==> src/brb_pkg.sv <==
package brb_pkg;

   localparam int DEPTH          = 1024;
   localparam int MAX_READ_BURST = 64;
   localparam int ADDR_W         = $clog2(DEPTH);
   localparam int CNT_W          = 11;
   localparam int RD_W           = $clog2(MAX_READ_BURST + 1);

   localparam logic [CNT_W-1:0] CAP_RESET = CNT_W'(DEPTH);
   localparam logic [CNT_W-1:0] RD_MAX    = CNT_W'(MAX_READ_BURST);

   localparam logic [1:0] MODE_WRITE = 2'd0;
   localparam logic [1:0] MODE_READ  = 2'd1;
   localparam logic [1:0] MODE_SKIP  = 2'd2;
   localparam logic [1:0] MODE_CLEAR = 2'd3;

   localparam logic [1:0] KIND_READ  = 2'd0;
   localparam logic [1:0] KIND_WRITE = 2'd1;
   localparam logic [1:0] KIND_SKIP  = 2'd2;
   localparam logic [1:0] KIND_CLEAR = 2'd3;

   typedef struct packed {
      logic write;
      logic read_start;
      logic read_none;
      logic skip;
      logic clear;
      logic rd_issue;
      logic rd_emit;
   } cmd_type;

   typedef struct packed {
      logic out_free;
      logic read_none;
      logic rd_last;
   } status_type;

endpackage

==> src/brb_ctrl.sv <==
module brb_ctrl (
   input  logic                clock,
   input  logic                reset,
   input  logic                req_valid,
   input  logic [1:0]          req_mode,
   input  brb_pkg::status_type status,
   output logic                req_stall,
   output brb_pkg::cmd_type    cmd
);

   typedef enum logic [1:0] {
      ST_IDLE,
      ST_ISSUE,
      ST_EMIT
   } state_type;

   state_type state_ff;
   state_type state_in;
   logic      accept;

   assign req_stall = !((state_ff == ST_IDLE) && status.out_free);
   assign accept    = req_valid && !req_stall;

   always_comb begin
      cmd      = '0;
      state_in = state_ff;
      unique case (state_ff)
         ST_IDLE: begin
            if (accept) begin
               unique case (req_mode)
                  brb_pkg::MODE_WRITE: cmd.write = 1'b1;
                  brb_pkg::MODE_READ: begin
                     if (status.read_none) begin
                        cmd.read_none = 1'b1;
                     end else begin
                        cmd.read_start = 1'b1;
                        state_in       = ST_ISSUE;
                     end
                  end
                  brb_pkg::MODE_SKIP: cmd.skip = 1'b1;
                  default: cmd.clear = 1'b1;
               endcase
            end
         end
         ST_ISSUE: begin
            cmd.rd_issue = 1'b1;
            state_in     = ST_EMIT;
         end
         ST_EMIT: begin
            if (status.out_free) begin
               cmd.rd_emit = 1'b1;
               state_in    = status.rd_last ? ST_IDLE : ST_ISSUE;
            end
         end
         default: state_in = ST_IDLE;
      endcase
   end

   always_ff @(posedge clock) begin
      if (reset) begin
         state_ff <= ST_IDLE;
      end else begin
         state_ff <= state_in;
      end
   end

endmodule

==> config.mk <==
export PLATFORM = sky130hd
export DESIGN_NAME = brb_ctrl
export DESIGN_NICKNAME = d
export VERILOG_FILES = /design/src/brb_pkg.sv /design/src/brb_ctrl.sv
export SDC_FILE = /design/constraint.sdc
export NUM_CORES = 1
export LEC_CHECK = 0
export ABC_CLOCK_PERIOD_IN_PS = 1100
export BUFFER_PORTS_ARGS = -buffer_cell sky130_fd_sc_hd__buf_2
export CAP_MARGIN = 10
export CORE_AREA = 2 2 39 41
export DETAILED_ROUTE_END_ITERATION = 16
export DIE_AREA = 0 0 41 43
export GPL_TIMING_DRIVEN = 1
export PLACE_DENSITY = 0.38
export SYNTH_ARGS = -nofsm -noshare
export SYNTH_HDL_FRONTEND = slang
export SYNTH_SLANG_ARGS = --single-unit
export TNS_END_PERCENT = 10
==> constraint.sdc <==
create_clock -name clock -period 1.1 [get_ports clock]
set_input_delay 0.055 -clock clock [delete_from_list [all_inputs] [get_ports clock]]
set_output_delay 0.055 -clock clock [all_outputs]
set_load 0.05 [all_outputs]
==> impl_metrics.tcl, run 1 <==
set metrics [dict create \
    drtPass1Iterations 2 \
    fmax_mhz 768 \
    dp_hpwl_um 498 \
    cts_tree "done" \
    rsz0062_at_grt "yes" \
    setup_viol_count_final 7 \
    clockBufferDepth 2 \
    worstSetupPathType "flip-flop to output pin" \
    synth_fp_nets 31 \
    power.density_nw_per_um2 769 \
    top_register "state_ff" \
    cp.arrival_ns 1.25 \
    setup_ws_ns -0.202 \
    fillers 165 \
    ctsHoldBuffers 0 \
    grt_first_pass_wirelength_um 1110 \
    worstSetupStartpointType "flip-flop" \
    die_h_um 43 \
    period_needed_ns 1.30 \
    slew_headroom_pct 84.6 \
    synth-simple-area-share_pct 64.8 \
    drtIter0Drc 4 \
    p_total_uw 334 \
    portBuffers 15 \
    hold_viol 0 \
    violations "negative setup slack" \
    yosysWarnings 0 \
    avgSynthCellArea_um2 9.90 \
    yosys.area_share.adder_pct 0 \
    largest_register_ffs 2 \
    path_clk_slew_ns 0.03 \
    hold_class "input port to flip-flop" \
    fin_setup_tns_ns -0.786 \
    synth_cell_types 17 \
    cts_buffers 3 \
    syn_area_um2 228 \
    synth_top_family_by_area "simple AND/OR/NAND/NOR gates" \
    fin_skew_ns 0.000515 \
    synth-seq-cells 2 \
    layout.area.seq_um2 42.5 \
    place_congestion 0.624 \
    ioPinCount 16 \
    instances_no_fill 57 \
    status "finished with violations" \
    totalWireLength_um 636 \
    cp.required_ns 1.04 \
    p_leak_nw 0.195 \
    antenna_found_initial 0 \
    cts_num_sinks 2 \
    area_delta_synth_final_pct 90.7 \
    grtUsageTotal_pct 9.91 \
    drive_gt1_share_pct 75.6 \
    dpl.cell_count 54 \
    dieArea_um2 1760 \
    grt_max_degree 8 \
    clk_latency_ns 0.22 \
    cts_htree_levels 1 \
    top_regs "state_ff: 2 flops" \
    drv_cap 0 \
    diodes 0 \
    ir_worst_vdd_uv 314 \
    rows 14 \
    worst_pin_slew_ns 0.228 \
    vias 250 \
    grt_remaining_overflow 0 \
    synth_xor_area_share_pct 0 \
    core_region_area_um2 1380 \
    drc_errors 0 \
    start_util_pct 16.5 \
    maxSlewViolCount 0 \
    critPathMaxFanout 4 \
    wl_per_cell_um 11.2 \
    post_cts_buffers 0 \
    pre_cts_ws_ns -0.0643 \
    multiInputGateArea_um2 201 \
    seq_area_frac_synth_pct 17.6 \
    root_buffer "clkbuf_4" \
    via_per_inst 4.39 \
    grt_pass1_vias 258 \
    fp.dieW_um 41 \
    end_kind "output pin" \
    antenna_left 0 \
    synth_compound_area_share_pct 9.34 \
    nets 51 \
    synth.area.mux_share_pct 0 \
    postSynthCellCount 23 \
    finalCritPeriodShare_pct 118 \
]
[metal layers]
layer | part of all wire [%] | up-vias | GRT usage [%] | wire length, um
li1 | - | 123 | - | -
met4 | 0 | 0 | 8.00 | 0
met2 | 56 | 9 | 13.4 | 356
met5 | 0 | - | 0 | 0
met3 | 6.6 | 0 | 4.71 | 42
met1 | 37 | 118 | 11.1 | 236
[final timing paths]
| kind | start | end | slack (ns) | depth (start not counted) |
|---|---|---|---|---|
| hold / removal | reset | state_ff[0]$_SDFFE_PP0P_ | 0.10 | 3 |
| setup reg to reg | state_ff[1]$_SDFFE_PP0P_ | state_ff[1]$_SDFFE_PP0P_ | 0.11 | 3 |
| setup / recovery | state_ff[1]$_SDFFE_PP0P_ | cmd[5] | -0.20 | 3 |
| hold reg to reg | state_ff[0]$_SDFFE_PP0P_ | state_ff[0]$_SDFFE_PP0P_ | 0.66 | 3 |
[where the power goes]
group | switching, mW | internal [mW] | leakage, nW | total (mW)
registers | 0.000797 | 0.0740 | 0.0171 | 0.0748
clock network | 0.0393 | 0.120 | 0.0138 | 0.159
logic | 0.0566 | 0.0431 | 0.164 | 0.0996
[layout make-up]
| class | count | share of cell area (%) |
|---|---|---|
| timing repair buffer | 17 | 34.0 |
| multi-input combinational | 19 | 46.4 |
| clock buffer | 3 | 5.19 |
| sequential | 2 | 9.80 |
| tap | 16 | 4.61 |
[through the flow]
| step | cell area (um^2) | hold WS [ns] | util (%) |
|---|---|---|---|
| 2_1_floorplan | 253 | 0.174 | - |
| 3_3_place_gp | 344 | 0.343 | 24.9 |
| 3_5_place_dp | 344 | 0.337 | 24.9 |
| 4_1_cts | 419 | 0.0915 | 30.3 |
| 5_1_grt | 434 | 0.109 | 31.4 |
| 6_report | 434 | 0.102 | 31.4 |
[logic make-up (layout without fill, tap and decap cells)]
family / count (synthesis) / in the layout
simple gates: 17 / 17
flops: 2 / 2
buf+inv: 2 / 20
compound gates: 2 / 2
[synth_stat cells]
cell type,instances,area [um^2]
and3_1,2,12.5
nor2b_1,2,12.5
dfxtp_1,2,40.0
buf_6,1,11.3
nand2_1,1,3.75
o221a_2,1,11.3
nor4b_1,1,8.76
nor2_1,1,3.75
and3b_1,1,8.76
nand4bb_4,1,27.5
buf_4,1,7.51
o21ba_2,1,10.0
and2b_1,1,7.51
nor4b_2,1,15.0
and4bb_2,1,12.5
nor3b_1,4,30.0
nor3_1,1,5.00
[timing repair]
action / CTS / global route
resized for setup: 18 / 4
endpoints found under the setup margin: 8 / 8
pin swaps: 1 / 1
[worst max-delay path, cell delays in order, from the launching register on]
cell       delay, ns
dfxtp_2         0.32
nand4bb_4       0.27
nor4b_4         0.25
buf_6           0.19
[cells in the final DEF, fill, tap and decap left out]
cell type / synthesis / routed
and3_4: 0 / 1
and3b_1: 1 / 1
nand4bb_4: 1 / 1
nor3b_4: 0 / 1
and2b_1: 1 / 1
nor4b_1: 1 / 1
and4bb_2: 1 / 1
nor2b_1: 2 / 2
nor3b_1: 4 / 3
nand2_1: 1 / 1
and3_1: 2 / 1
buf_8: 0 / 1
o221a_2: 1 / 1
nor2_2: 0 / 1
nor3_2: 0 / 1
buf_6: 1 / 8
buf_4: 1 / 1
dfxtp_2: 0 / 2
clkbuf_4: 0 / 3
o21ba_2: 1 / 1
buf_2: 0 / 7
nor4b_4: 0 / 1
Note: power is estimated with default switching activity, not from simulation.
==> run 2, diff against run 1 <==
--- a/config.mk
+++ b/config.mk
@@ -5,7 +5,7 @@
 export SDC_FILE = /design/constraint.sdc
 export NUM_CORES = 1
 export LEC_CHECK = 0
-export ABC_CLOCK_PERIOD_IN_PS = 1100
+export ABC_CLOCK_PERIOD_IN_PS = 1510
 export BUFFER_PORTS_ARGS = -buffer_cell sky130_fd_sc_hd__buf_2
 export CAP_MARGIN = 10
 export CORE_AREA = 2 2 39 41
==> constraint.sdc (replaced) <==
create_clock -name clock -period 1.51 [get_ports clock]
set_input_delay 0.0755 -clock clock [delete_from_list [all_inputs] [get_ports clock]]
set_output_delay 0.0755 -clock clock [all_outputs]
set_load 0.05 [all_outputs]
==> impl_metrics.tcl, run 2 (same netlist as run 1, synthesis figures left out) <==
set metrics [dict create \
    status "finished clean" \
    ir_worst_vdd_uv 158 \
    pre_cts_ws_ns 0.272 \
    final_common_cell "buf_2" \
    dieArea_um2 1760 \
    nets 49 \
    start_util_pct 16.5 \
    dpl_cell_area_um2 309 \
    portBuffers 15 \
    core_region_area_um2 1380 \
    clk_latency_ns 0.22 \
    via_per_inst 4.13 \
    clockBufferDepth 2 \
    finalHoldWorstSlack_ns 0.119 \
    top_register "state_ff" \
    fin_setup_tns_ns 0 \
    rows 14 \
    setup_viol_count_final 0 \
    grt_max_degree 11 \
    totalWireLength_um 557 \
    grt_remaining_overflow 0 \
    instances_no_fill 55 \
    cts_tree "done" \
    largest_register_ffs 2 \
    final_cell_area_um2 344 \
    fmax_mhz 718 \
    drc_errors 0 \
    worstSetupStartpointType "flip-flop" \
    ioPinCount 16 \
    worstSetupPathType "flip-flop to output pin" \
    cts_num_sinks 2 \
    critPathMaxFanout 8 \
    postLayoutCoreUtil_pct 24.9 \
    cts_htree_levels 1 \
    drv_cap 0 \
    final_cell_mix "buf_2 (13), clkbuf_4 (4), nor3b_1 (3)" \
    dpl.cell_count 52 \
    post_cts_buffers 0 \
    fin_skew_ns 0.000514 \
    hold_viol 0 \
    period_needed_ns 1.39 \
    finalCritPeriodShare_pct 92.3 \
    grt_pass1_vias 225 \
    die_h_um 43 \
    place_congestion 0.649 \
    end_kind "output pin" \
    slew_headroom_pct 83.3 \
    power.density_nw_per_um2 664 \
    cp.arrival_ns 1.32 \
    drive_gt1_share_pct 66.7 \
    maxSlewViolCount 0 \
    p_total_uw 228 \
    setup_ws_ns 0.116 \
    rsz0062_at_grt "no" \
    cp.required_ns 1.43 \
    antenna_left 0 \
    cts_buffers 3 \
    drtPass1Iterations 3 \
    grt_first_pass_wirelength_um 883 \
    p_leak_nw 0.166 \
    vias 227 \
    area_delta_synth_final_pct 51.1 \
    wl_per_cell_um 10.1 \
    fp.dieW_um 41 \
    antenna_found_initial 0 \
    top_regs "state_ff: 2 flops" \
    diodes 0 \
    root_buffer "clkbuf_4" \
    worst_pin_slew_ns 0.250 \
    hold_class "input port to flip-flop" \
    grtUsageTotal_pct 7.72 \
    path_clk_slew_ns 0.03 \
    drtIter0Drc 3 \
]
## run 2: routing by layer
metal  part of all wire, %  vias up  track usage (%)
li1                      -      119                -
met3                   9.3        0             3.66
met1                    44       98             8.97
met2                    46       10             9.38
met5                     0        -                0
met4                     0        0             8.00
## run 2: critical path: stages (launching register included)
cell	delay (ns)
dfxtp_1	0.36
and4bb_2	0.32
and3_1	0.16
buf_2	0.26
## run 2: path summary, 6_finish.rpt
path                             from                  endpoint  slack (ns)  depth (start not counted)
max          state_ff[0]$_SDFFE_PP0P_                    cmd[2]        0.12                          3
min                             reset  state_ff[1]$_SDFFE_PP0P_        0.12                          2
max reg2reg  state_ff[1]$_SDFFE_PP0P_  state_ff[1]$_SDFFE_PP0P_        0.59                          2
min reg2reg  state_ff[1]$_SDFFE_PP0P_  state_ff[0]$_SDFFE_PP0P_        0.64                          1
## run 2: cell type report
type,instances,area (um^2)
timing repair buffer,15,80.1
fill,160,1040
multi-input combinational,19,180
sequential,2,41.3
tap,16,20.0
clock buffer,3,22.5
## run 2: what timing repair did
action,in CTS,in global routing
endpoints found under the setup margin,0,4
hold buffers,0,0
gates resized for setup,0,5
## run 2: report_power, final
group,total [mW],internal [mW],switching (mW)
sequential,0.0550,0.0539,0.00113
combinational,0.0577,0.0225,0.0352
clock,0.116,0.0875,0.0282
